File: config.mk
export PLATFORM = sky130hd
export DESIGN_NAME = bank_mapper_with_scanline_irq_flat
export DESIGN_NICKNAME = d
export VERILOG_FILES = /design/src/bmsi_pkg.sv /design/src/bmsi_in_if.sv /design/src/bmsi_out_if.sv /design/src/bmsi_cfg_if.sv /design/src/bmsi_cfg.sv /design/src/bmsi_core.sv /design/src/bank_mapper_with_scanline_irq.sv /design/src/flat_wrapper.sv
export SDC_FILE = /design/constraint.sdc
export NUM_CORES = 1
export LEC_CHECK = 0
export CORE_AREA = 2 2 127 129
export CTS_CLUSTER_SIZE = 12
export DETAILED_ROUTE_END_ITERATION = 8
export DIE_AREA = 0 0 129 131
export DONT_BUFFER_PORTS = 1
export HOLD_SLACK_MARGIN = 0.15
export PLACE_DENSITY = 0.67
export SYNTH_ARGS = -nofsm -noshare
export SYNTH_HDL_FRONTEND = slang
export SYNTH_SLANG_ARGS = --single-unit
File: constraint.sdc
create_clock -name clk -period 2.1 [get_ports clk]
set_input_delay 0.105 -clock clk [delete_from_list [all_inputs] [get_ports clk]]
set_output_delay 0.105 -clock clk [all_outputs]
set_load 0.02 [all_outputs]
File: src/bmsi_pkg.sv
// Package for the bank mapper with scanline interrupt counter.
// Holds the command codes, register indexes, reset tables and structs shared by the modules.
// No dependencies.
package bmsi_pkg;

  // Command carried by each input word.
  typedef enum logic [1:0] {
    CMD_WRITE  = 2'd0,
    CMD_TICK   = 2'd1,
    CMD_PPU    = 2'd2,
    CMD_LOOKUP = 2'd3
  } cmd_t;

  // Counter flavors selected by the variant register.
  localparam logic [1:0] VARIANT_FILTER3 = 2'd0;
  localparam logic [1:0] VARIANT_EDGE    = 2'd2;

  // Configuration register indexes.
  localparam int CFG_INDEX_W = 3;
  localparam int CFG_DATA_W  = 10;
  localparam logic [CFG_INDEX_W-1:0] REG_VARIANT  = 3'd0;
  localparam logic [CFG_INDEX_W-1:0] REG_PRG_AND  = 3'd1;
  localparam logic [CFG_INDEX_W-1:0] REG_PRG_OR   = 3'd2;
  localparam logic [CFG_INDEX_W-1:0] REG_CHR_AND  = 3'd3;
  localparam logic [CFG_INDEX_W-1:0] REG_CHR_OR   = 3'd4;

  localparam int BANK_W = 10;

  // Reset contents of the eight bank registers.
  localparam logic [7:0] BANK_RESET [8] = '{8'd0, 8'd2, 8'd4, 8'd5, 8'd6, 8'd7, 8'd0, 8'd1};

  localparam logic [2:0] FILTER_SHORT   = 3'd3;
  localparam logic [2:0] FILTER_LONG    = 3'd5;
  localparam logic [2:0] PRESCALE_RESET = 3'd7;
  localparam logic [7:0] CHR_EVEN_MASK  = 8'hFE;
  localparam logic [6:0] PRG_FIXED_HI   = 7'h7F;

  typedef struct packed {
    cmd_t        cmd;
    logic [15:0] address;
    logic [7:0]  data;
  } item_t;

  typedef struct packed {
    logic [BANK_W-1:0] bank_number;
    logic              irq_active;
    logic              mirror_horizontal;
    logic              wram_enable;
    logic              wram_write_protect;
  } result_t;

  typedef struct packed {
    logic [1:0]        counter_variant;
    logic [7:0]        prg_and_mask;
    logic [BANK_W-1:0] prg_or_bits;
    logic [7:0]        chr_and_mask;
    logic [BANK_W-1:0] chr_or_bits;
  } cfg_t;

  // Interrupt status reported by the core for checking.
  typedef struct packed {
    logic       irq_enable;
    logic       irq_line;
    logic [2:0] a12_filter;
  } status_t;

endpackage

File: src/bmsi_in_if.sv
// Input channel interface: valid/ready handshake with the command word.
// Depends on bmsi_pkg for nothing but field widths kept literal here.
interface bmsi_in_if;
  logic        valid;
  logic        ready;
  logic [1:0]  cmd;
  logic [15:0] address;
  logic [7:0]  data;

  modport source (output valid, cmd, address, data, input ready);
  modport sink   (input valid, cmd, address, data, output ready);
endinterface

File: src/bmsi_out_if.sv
// Result channel interface: valid/ready handshake with the result word.
// Field widths follow the result fields of the mapper.
interface bmsi_out_if;
  logic       valid;
  logic       ready;
  logic [9:0] bank_number;
  logic       irq_active;
  logic       mirror_horizontal;
  logic       wram_enable;
  logic       wram_write_protect;

  modport source (output valid, bank_number, irq_active, mirror_horizontal, wram_enable,
                  wram_write_protect, input ready);
  modport sink   (input valid, bank_number, irq_active, mirror_horizontal, wram_enable,
                  wram_write_protect, output ready);
endinterface

File: src/bmsi_cfg_if.sv
// Configuration write channel interface: valid/ready with register index and data.
// Widths come from bmsi_pkg.
interface bmsi_cfg_if;
  logic                            valid;
  logic                            ready;
  logic [bmsi_pkg::CFG_INDEX_W-1:0] index;
  logic [bmsi_pkg::CFG_DATA_W-1:0]  data;

  modport source (output valid, index, data, input ready);
  modport sink   (input valid, index, data, output ready);
endinterface

File: src/bmsi_cfg.sv
// Configuration register file of the mapper.
// Depends on bmsi_pkg and bmsi_cfg_if.
module bmsi_cfg (
  input  logic            clk,
  input  logic            rst,
  bmsi_cfg_if.sink        cfg,
  output bmsi_pkg::cfg_t  regs
);
  import bmsi_pkg::*;

  // Writes are always taken.
  assign cfg.ready = 1'b1;

  // Register writes by index; unknown indexes are dropped.
  always_ff @(posedge clk) begin
    if (rst) begin
      regs.counter_variant <= VARIANT_FILTER3;
      regs.prg_and_mask    <= 8'd63;
      regs.prg_or_bits     <= '0;
      regs.chr_and_mask    <= 8'd255;
      regs.chr_or_bits     <= '0;
    end else if (cfg.valid) begin
      case (cfg.index)
        REG_VARIANT: regs.counter_variant <= cfg.data[1:0];
        REG_PRG_AND: regs.prg_and_mask    <= cfg.data[7:0];
        REG_PRG_OR:  regs.prg_or_bits     <= cfg.data[BANK_W-1:0];
        REG_CHR_AND: regs.chr_and_mask    <= cfg.data[7:0];
        REG_CHR_OR:  regs.chr_or_bits     <= cfg.data[BANK_W-1:0];
        default: ;
      endcase
    end
  end
endmodule

File: src/bmsi_core.sv
// Mapper state and single-pass command logic: register writes, scanline counter, bank lookup.
// Depends on bmsi_pkg.
module bmsi_core (
  input  logic              clk,
  input  logic              rst,
  input  logic              fire,
  input  bmsi_pkg::item_t   item,
  input  bmsi_pkg::cfg_t    regs,
  output bmsi_pkg::result_t result,
  output bmsi_pkg::status_t status
);
  import bmsi_pkg::*;

  logic [7:0] bank_select, bank_select_next;
  logic [7:0] bank_regs [8];
  logic [7:0] bank_regs_next [8];
  logic [7:0] mirror_ctrl, mirror_ctrl_next;
  logic [7:0] wram_ctrl, wram_ctrl_next;
  logic [7:0] irq_count, irq_count_next;
  logic [7:0] reload_latch, reload_latch_next;
  logic       reload_pending, reload_pending_next;
  logic       irq_enable, irq_enable_next;
  logic       irq_line, irq_line_next;
  logic [2:0] a12_filter, a12_filter_next;
  logic [2:0] edge_prescaler, edge_prescaler_next;
  logic       prev_a12, prev_a12_next;

  // Counter clock outcome, computed once and applied where a clock happens.
  logic [7:0] clk_count;
  logic       clk_zero_fire;
  logic       clk_trans_fire;

  always_comb begin
    clk_count      = (irq_count == 8'd0 || reload_pending) ? reload_latch : irq_count - 8'd1;
    clk_zero_fire  = (clk_count == 8'd0) && irq_enable;
    clk_trans_fire = clk_zero_fire && (irq_count != 8'd0 || reload_pending);
  end

  // Next state for the item in the input register.
  always_comb begin
    logic fives;
    logic a12;
    fives = (regs.counter_variant != VARIANT_FILTER3);
    a12   = item.address[12];
    bank_select_next    = bank_select;
    bank_regs_next      = bank_regs;
    mirror_ctrl_next    = mirror_ctrl;
    wram_ctrl_next      = wram_ctrl;
    irq_count_next      = irq_count;
    reload_latch_next   = reload_latch;
    reload_pending_next = reload_pending;
    irq_enable_next     = irq_enable;
    irq_line_next       = irq_line;
    a12_filter_next     = a12_filter;
    edge_prescaler_next = edge_prescaler;
    prev_a12_next       = prev_a12;
    case (item.cmd)
      CMD_WRITE: begin
        if (item.address[15]) begin
          case (item.address[14:13])
            2'd0: begin
              if (item.address[0]) bank_regs_next[bank_select[2:0]] = item.data;
              else bank_select_next = item.data;
            end
            2'd1: begin
              if (item.address[0]) wram_ctrl_next = item.data;
              else mirror_ctrl_next = item.data;
            end
            2'd2: begin
              if (item.address[0]) begin
                irq_count_next      = 8'd0;
                edge_prescaler_next = PRESCALE_RESET;
                reload_pending_next = 1'b1;
              end else begin
                reload_latch_next = item.data;
              end
            end
            default: begin
              irq_enable_next = item.address[0];
              if (!item.address[0]) irq_line_next = 1'b0;
            end
          endcase
        end
      end
      CMD_TICK: begin
        if (a12_filter != 3'd0) a12_filter_next = a12_filter - 3'd1;
      end
      CMD_PPU: begin
        if (regs.counter_variant == VARIANT_EDGE) begin
          // Falling A12 edge advances the divide-by-8 prescaler.
          if (prev_a12 && !a12) begin
            edge_prescaler_next = edge_prescaler + 3'd1;
            if (edge_prescaler == 3'd0) begin
              irq_count_next      = clk_count;
              reload_pending_next = 1'b0;
              if (clk_zero_fire) irq_line_next = 1'b1;
            end
          end
          prev_a12_next = a12;
        end else if (a12) begin
          // A filtered rising A12 edge steps the counter.
          if (a12_filter == 3'd0) begin
            irq_count_next      = clk_count;
            reload_pending_next = 1'b0;
            if (fives ? clk_trans_fire : clk_zero_fire) irq_line_next = 1'b1;
          end
          a12_filter_next = fives ? FILTER_LONG : FILTER_SHORT;
        end
      end
      default: ;
    endcase
  end

  // Bank lookup: one bank register read, indexed by the command's address slot; writes and ticks give bank zero.
  always_comb begin
    logic [2:0] chr_slot;
    logic [1:0] prg_slot;
    logic [2:0] rd_index;
    logic [7:0] rd_data;
    logic [7:0] raw;
    logic [7:0] mask;
    logic [BANK_W-1:0] orb;
    chr_slot = item.address[12:10] ^ {bank_select[7], 2'b00};
    prg_slot = item.address[14:13] ^ {(!item.address[13]) & bank_select[6], 1'b0};
    if (item.cmd == CMD_PPU) begin
      rd_index = chr_slot[2] ? chr_slot - 3'd2 : {2'b00, chr_slot[1]};
    end else begin
      rd_index = {2'b11, prg_slot[0]};
    end
    rd_data = bank_regs[rd_index];
    if (item.cmd == CMD_PPU) begin
      raw  = chr_slot[2] ? rd_data : ((rd_data & CHR_EVEN_MASK) | {7'd0, chr_slot[0]});
      mask = regs.chr_and_mask;
      orb  = regs.chr_or_bits;
    end else begin
      raw  = prg_slot[1] ? {PRG_FIXED_HI, prg_slot[0]} : rd_data;
      mask = regs.prg_and_mask;
      orb  = regs.prg_or_bits;
    end
    if (item.cmd == CMD_PPU || item.cmd == CMD_LOOKUP) begin
      result.bank_number = {2'b00, raw & mask} | orb;
    end else begin
      result.bank_number = '0;
    end
    result.irq_active         = irq_line_next;
    result.mirror_horizontal  = mirror_ctrl_next[0];
    result.wram_enable        = wram_ctrl_next[7];
    result.wram_write_protect = wram_ctrl_next[6];
  end

  // State registers, updated when the word leaves the input register.
  always_ff @(posedge clk) begin
    if (rst) begin
      bank_select    <= '0;
      bank_regs      <= BANK_RESET;
      mirror_ctrl    <= '0;
      wram_ctrl      <= '0;
      irq_count      <= '0;
      reload_latch   <= '0;
      reload_pending <= 1'b0;
      irq_enable     <= 1'b0;
      irq_line       <= 1'b0;
      a12_filter     <= '0;
      edge_prescaler <= PRESCALE_RESET;
      prev_a12       <= 1'b0;
    end else if (fire) begin
      bank_select    <= bank_select_next;
      bank_regs      <= bank_regs_next;
      mirror_ctrl    <= mirror_ctrl_next;
      wram_ctrl      <= wram_ctrl_next;
      irq_count      <= irq_count_next;
      reload_latch   <= reload_latch_next;
      reload_pending <= reload_pending_next;
      irq_enable     <= irq_enable_next;
      irq_line       <= irq_line_next;
      a12_filter     <= a12_filter_next;
      edge_prescaler <= edge_prescaler_next;
      prev_a12       <= prev_a12_next;
    end
  end

  assign status.irq_enable = irq_enable;
  assign status.irq_line   = irq_line;
  assign status.a12_filter = a12_filter;
endmodule

File: src/bank_mapper_with_scanline_irq.sv
// Top level of the bank mapper with scanline interrupt counter.
// Depends on bmsi_pkg, the three channel interfaces, bmsi_cfg and bmsi_core.
//
//   channel | role   | moves
//   --------+--------+--------------------------------------------
//   req     | sink   | command word: cmd, address, data
//   rsp     | source | result word: bank and status bits
//   cfg     | sink   | register write: index, data (always ready)
//
// Each word is held in the input register, then its result is written to the
// output register; one word per clock while the result channel is not stalled.
// The state update and bank lookup are one combinational pass over the mapper registers.
// Reset is synchronous; no clearing pass, the block is ready the cycle after reset.
// A stalled result holds the output register; one more word waits in the input
// register, and req.ready drops only when both are full.
module bank_mapper_with_scanline_irq (
  input  logic      clk,
  input  logic      rst,
  bmsi_in_if.sink   req,
  bmsi_out_if.source rsp,
  bmsi_cfg_if.sink  cfg
);
  import bmsi_pkg::*;

  cfg_t    regs;
  item_t   pipe_item;
  logic    pipe_valid;
  logic    move;
  result_t result;
  result_t out_word;
  status_t status;

  bmsi_cfg u_cfg (
    .clk  (clk),
    .rst  (rst),
    .cfg  (cfg),
    .regs (regs)
  );

  bmsi_core u_core (
    .clk    (clk),
    .rst    (rst),
    .fire   (move),
    .item   (pipe_item),
    .regs   (regs),
    .result (result),
    .status (status)
  );

  // A word moves on when the output register is free or being emptied.
  assign move      = pipe_valid && (!rsp.valid || rsp.ready);
  assign req.ready = !pipe_valid || move;

  // Input register.
  always_ff @(posedge clk) begin
    if (rst) begin
      pipe_valid <= 1'b0;
    end else if (req.ready) begin
      pipe_valid <= req.valid;
    end
  end

  always_ff @(posedge clk) begin
    if (req.ready && req.valid) begin
      pipe_item.cmd     <= cmd_t'(req.cmd);
      pipe_item.address <= req.address;
      pipe_item.data    <= req.data;
    end
  end

  // Output register.
  always_ff @(posedge clk) begin
    if (rst) begin
      rsp.valid <= 1'b0;
    end else if (move) begin
      rsp.valid <= 1'b1;
    end else if (rsp.ready) begin
      rsp.valid <= 1'b0;
    end
  end

  always_ff @(posedge clk) begin
    if (move) out_word <= result;
  end

  assign rsp.bank_number        = out_word.bank_number;
  assign rsp.irq_active         = out_word.irq_active;
  assign rsp.mirror_horizontal  = out_word.mirror_horizontal;
  assign rsp.wram_enable        = out_word.wram_enable;
  assign rsp.wram_write_protect = out_word.wram_write_protect;

  // The interrupt line is only ever raised while enabled, and disable drops it.
  a_irq_needs_enable: assert property (@(posedge clk) disable iff (rst)
    status.irq_line |-> status.irq_enable)
    else $error("irq line high while irq disabled");

  // The A12 filter is only loaded with one of the two filter lengths, so it never exceeds the long one.
  a_filter_range: assert property (@(posedge clk) disable iff (rst)
    status.a12_filter <= FILTER_LONG)
    else $error("a12 filter out of range");

  // A waiting word is kept while the result stays stalled.
  a_word_kept: assert property (@(posedge clk) disable iff (rst)
    pipe_valid && rsp.valid && !rsp.ready |=> pipe_valid && $stable(pipe_item))
    else $error("input word lost during output stall");

  // Input is refused only when both registers hold a word.
  a_ready_full: assert property (@(posedge clk) disable iff (rst)
    !req.ready |-> pipe_valid && rsp.valid)
    else $error("input refused with free space");
endmodule

File: src/flat_wrapper.sv
// flat-port wrapper written by rule: the top's interface ports become plain ports
module bank_mapper_with_scanline_irq_flat import bmsi_pkg::*;
  (clk, rst, req_valid, req_cmd, req_address, req_data, req_ready, rsp_valid, rsp_bank_number, rsp_irq_active, rsp_mirror_horizontal, rsp_wram_enable, rsp_wram_write_protect, rsp_ready, cfg_valid, cfg_index, cfg_data, cfg_ready);
  bmsi_in_if req_i ();
  bmsi_out_if rsp_i ();
  bmsi_cfg_if cfg_i ();
  input  logic clk;
  input  logic rst;
  input wire logic [$bits(req_i.valid)-1:0] req_valid;
  input wire logic [$bits(req_i.cmd)-1:0] req_cmd;
  input wire logic [$bits(req_i.address)-1:0] req_address;
  input wire logic [$bits(req_i.data)-1:0] req_data;
  output wire logic [$bits(req_i.ready)-1:0] req_ready;
  output wire logic [$bits(rsp_i.valid)-1:0] rsp_valid;
  output wire logic [$bits(rsp_i.bank_number)-1:0] rsp_bank_number;
  output wire logic [$bits(rsp_i.irq_active)-1:0] rsp_irq_active;
  output wire logic [$bits(rsp_i.mirror_horizontal)-1:0] rsp_mirror_horizontal;
  output wire logic [$bits(rsp_i.wram_enable)-1:0] rsp_wram_enable;
  output wire logic [$bits(rsp_i.wram_write_protect)-1:0] rsp_wram_write_protect;
  input wire logic [$bits(rsp_i.ready)-1:0] rsp_ready;
  input wire logic [$bits(cfg_i.valid)-1:0] cfg_valid;
  input wire logic [$bits(cfg_i.index)-1:0] cfg_index;
  input wire logic [$bits(cfg_i.data)-1:0] cfg_data;
  output wire logic [$bits(cfg_i.ready)-1:0] cfg_ready;
  assign req_i.valid = req_valid;
  assign req_i.cmd = req_cmd;
  assign req_i.address = req_address;
  assign req_i.data = req_data;
  assign req_ready = req_i.ready;
  assign rsp_valid = rsp_i.valid;
  assign rsp_bank_number = rsp_i.bank_number;
  assign rsp_irq_active = rsp_i.irq_active;
  assign rsp_mirror_horizontal = rsp_i.mirror_horizontal;
  assign rsp_wram_enable = rsp_i.wram_enable;
  assign rsp_wram_write_protect = rsp_i.wram_write_protect;
  assign rsp_i.ready = rsp_ready;
  assign cfg_i.valid = cfg_valid;
  assign cfg_i.index = cfg_index;
  assign cfg_i.data = cfg_data;
  assign cfg_ready = cfg_i.ready;
  bank_mapper_with_scanline_irq u_core (.clk(clk), .rst(rst), .req(req_i), .rsp(rsp_i), .cfg(cfg_i));
endmodule
==> results.sh <==
export IMPL_cts_tree="done"
export IMPL_final_common_cell="nand2_1"
export IMPL_overflow=0
export IMPL_wl_per_cell_um=18.2
export IMPL_ys_seq_elements=167
export IMPL_period_needed_ps=2090
export IMPL_arrival_ps=2260
export IMPL_hpwl_um=13600
export IMPL_worst_setup_path_start_kind="register"
export IMPL_rsz0062_at_grt="yes"
export IMPL_p_clk_share_pct=45.5
export IMPL_required_ps=2270
export IMPL_portBuffers=0
export IMPL_hold_ws_ps=170
export IMPL_layout_common_cells="nand2_1, dfxtp_1, mux2i_1"
export IMPL_grt_pass1_wl_um=31400
export IMPL_avgSynthCellArea_um2=9.56
export IMPL_drc=0
export IMPL_finClkSkew_ps=12.6
export IMPL_syn_inst=794
export IMPL_report_final_setup_viol=0
export IMPL_numCtsBuffers=17
export IMPL_ctsHtreeMaxLevel=4
export IMPL_power_density_nw_per_um2=781
export IMPL_internal_power_mw=5.42
export IMPL_num_antenna_cells=0
export IMPL_synth_ff_type="dfxtp_1"
export IMPL_start_util_pct=48.6
export IMPL_status="finished clean"
export IMPL_power_share_combinational_pct=7.1
export IMPL_die_x_um=129
export IMPL_r2r_end="u_core.rsp.bank_number[0]"
export IMPL_finalPower_mw=7.17
export IMPL_period_share_pct=99.6
export IMPL_vias=6085
export IMPL_fp_coreArea_um2=15600
export IMPL_synth_edf_count=31
export IMPL_fmax_mhz=478
export IMPL_syn2layout_area_growth_pct=20.9
export IMPL_p_seq_share_pct=47.4
export IMPL_clock_latency_ps=440
export IMPL_synth_nets=844
export IMPL_worstSetupPathType="register to register"
export IMPL_cts_sinks=167
export IMPL_netlist_area_um2=7590
export IMPL_clock_tree_buffer_depth=2
export IMPL_die_h_um=131
export IMPL_synthArstFlopShare_pct=0
export IMPL_drive_gt1_share_pct=16.2
export IMPL_hold_viol=0
export IMPL_max_cap_violations=0
export IMPL_synth_warnings=0
export IMPL_tightest_slew_ps=732
export IMPL_p_leak_nw=3.66
export IMPL_cp_max_fo=4
export IMPL_root_buffer="clkbuf_16"
export IMPL_dr_first_iter_drc_count=579
export IMPL_io_pins=61
export IMPL_r2r_start="u_core.pipe_item[20]"
export IMPL_p_switching_mw=1.75
export IMPL_gp_congestion=0.843
export IMPL_ir_worst_vdd_v=0.000806
export IMPL_crit_start="u_core.pipe_item[20]"
export IMPL_relSlewSlack_pct=51.2
export IMPL_hold_path_class="input pin to register"
export IMPL_finalMaxSlewViolations=0
export IMPL_grt_max_degree=67
export IMPL_dieArea_um2=16900
export IMPL_worst_setup_path_end_kind="register"
export IMPL_postRouteAntennaNets=0
export IMPL_setup_worst_path_end="u_core.rsp.bank_number[0]"
export IMPL_path_clk_slew_ps=70
export IMPL_synth_distinct_cells=61
export IMPL_p_sw_share_pct=24.5
export IMPL_regToRegSetupSlack_ps=9
export IMPL_hold_start="cfg_valid"
export IMPL_final_util_pct=58.8
export IMPL_antenna_found_initial=0
export IMPL_r2r_cells=6
export IMPL_track_usage_pct=24.3
export IMPL_nNetsFinal=905
export IMPL_wirelength_um=19800
export IMPL_grt_pass1_vias=6078
export IMPL_seq_area_frac_synth_pct=48.2
export IMPL_drtPass1Iterations=6
export IMPL_rows=46
export IMPL_vias_per_cell=5.61
-- how the worst min path moves through the flow --
stage / cells past startpoint / endpoint / slack (ps)
finish: 3 / u_core.u_cfg.regs[6] / 170
global route: 3 / u_core.u_cfg.regs[23] / 200
CTS: 3 / u_core.u_cfg.regs[6] / 150
detailed placement: 1 / u_core.u_core.irq_count[3] / 200
global placement: 1 / u_core.u_core.reload_pending / 190
floorplan: 0 / u_core.pipe_item[0] / 200
-- cells in the mapped netlist, drive strengths merged (10+ instances only) --
cell type  count  area, um2
a21oi         39        210
and3          10       62.6
clkbuf        28        105
dfxtp        136       2720
edfxtp        31        931
inv           14       52.6
mux2          26        293
mux2i        109       1100
nand2        182        683
nand3         19        100
nor2          56        210
nor2b         11       68.8
o211ai        11       82.6
-- repair_timing --
action                                 4_1_cts  5_1_grt
setup buffers                                0        5
setup endpoints to repair                    8       42
cloned                                       0        1
gates resized for setup                      4       28
hold buffers                                37        0
pin swaps                                    1        7
endpoints found under the hold margin      104        0
-- state kept, by name, summed over array words and instances (netlist names) --
register,cells
u_core.u_core.irq_enable,1
u_core.u_core.irq_count,8
u_core.pipe_valid,1
u_core.rsp.irq_active,1
u_core.rsp.wram_enable,1
u_core.rsp.mirror_horizontal,1
u_core.u_cfg.regs,38
u_core.u_core.prev_a12,1
u_core.rsp.bank_number,10
u_core.rsp.wram_write_protect,1
u_core.u_core.bank_select,5
u_core.u_core.reload_latch,8
u_core.u_core.mirror_ctrl,1
u_core.u_core.edge_prescaler,3
u_core.u_core.wram_ctrl,2
u_core.pipe_item,17
u_core.u_core.irq_line,1
u_core.rsp.valid,1
u_core.u_core.bank_regs,62
u_core.u_core.a12_filter,3
u_core.u_core.reload_pending,1
-- logic make-up (layout without fill, tap and decap cells) --
family                   Yosys count  count (layout)  synth area share, %
AND/OR/NAND/NOR                  326             326                 19.4
flip-flops                       167             167                 48.2
multiplexers                     135             135                 18.4
AO/OA/AOI/OAI                    101             101                 9.33
buffers and inverters             51             125                 2.64
XOR/XNOR                           7               7                 1.06
adder cells (fa/ha/maj)            6               6                0.989
other                              1               1               0.0494
-- per-stage QoR --
step,area [um2],instances,worst slack [ps],setup TNS [ps]
after floorplan,7590,794,-96.3,-96.3
after global placement,8000,1009,-6.36,-9.95
after detailed placement,8000,1009,-90.7,-568
after CTS,9020,1078,6.01,0
after global routing,9180,1084,-77.4,-254
final,9180,1084,8.75,0
-- critical path, stage by stage (launching register included) --
cell and delay (ps):
edfxtp_1 470, xor2_4 200, mux2i_4 230, buf_4 180
a2111oi_4 350, a211oi_2 70, a221o_1 330
-- area by class of cell --
cell class,count,area [um2]
fillers,1296,6420
multi-input cells,576,3850
flip-flops and latches,167,3660
repair buffers,79,722
clock buffers,20,500
well taps,216,270
clock inverters,12,126
inverters,14,52.6
-- routing by layer --
| metal | track usage (%) | share of wire [%] | vias to the layer above |
|---|---|---|---|
| li1 | - | - | 2907 |
| met4 | 7.42 | 1.5 | 0 |
| met3 | 6.03 | 5.7 | 24 |
| met1 | 30.5 | 44 | 2957 |
| met5 | 0 | 0 | - |
| met2 | 41.6 | 49 | 197 |
-- power by group through the flow --
stage | sequential, mW | clock (mW) | combinational (mW)
2_1_floorplan | 3.44 | 0 | 0.286
3_3_place_gp | 3.47 | 0 | 0.376
3_5_place_dp | 3.47 | 0 | 0.387
4_1_cts | 3.40 | 3.31 | 0.481
5_1_grt | 3.41 | 3.43 | 0.546
6_report | 3.40 | 3.26 | 0.506
No activity file was read; power rests on OpenSTA's default activity.
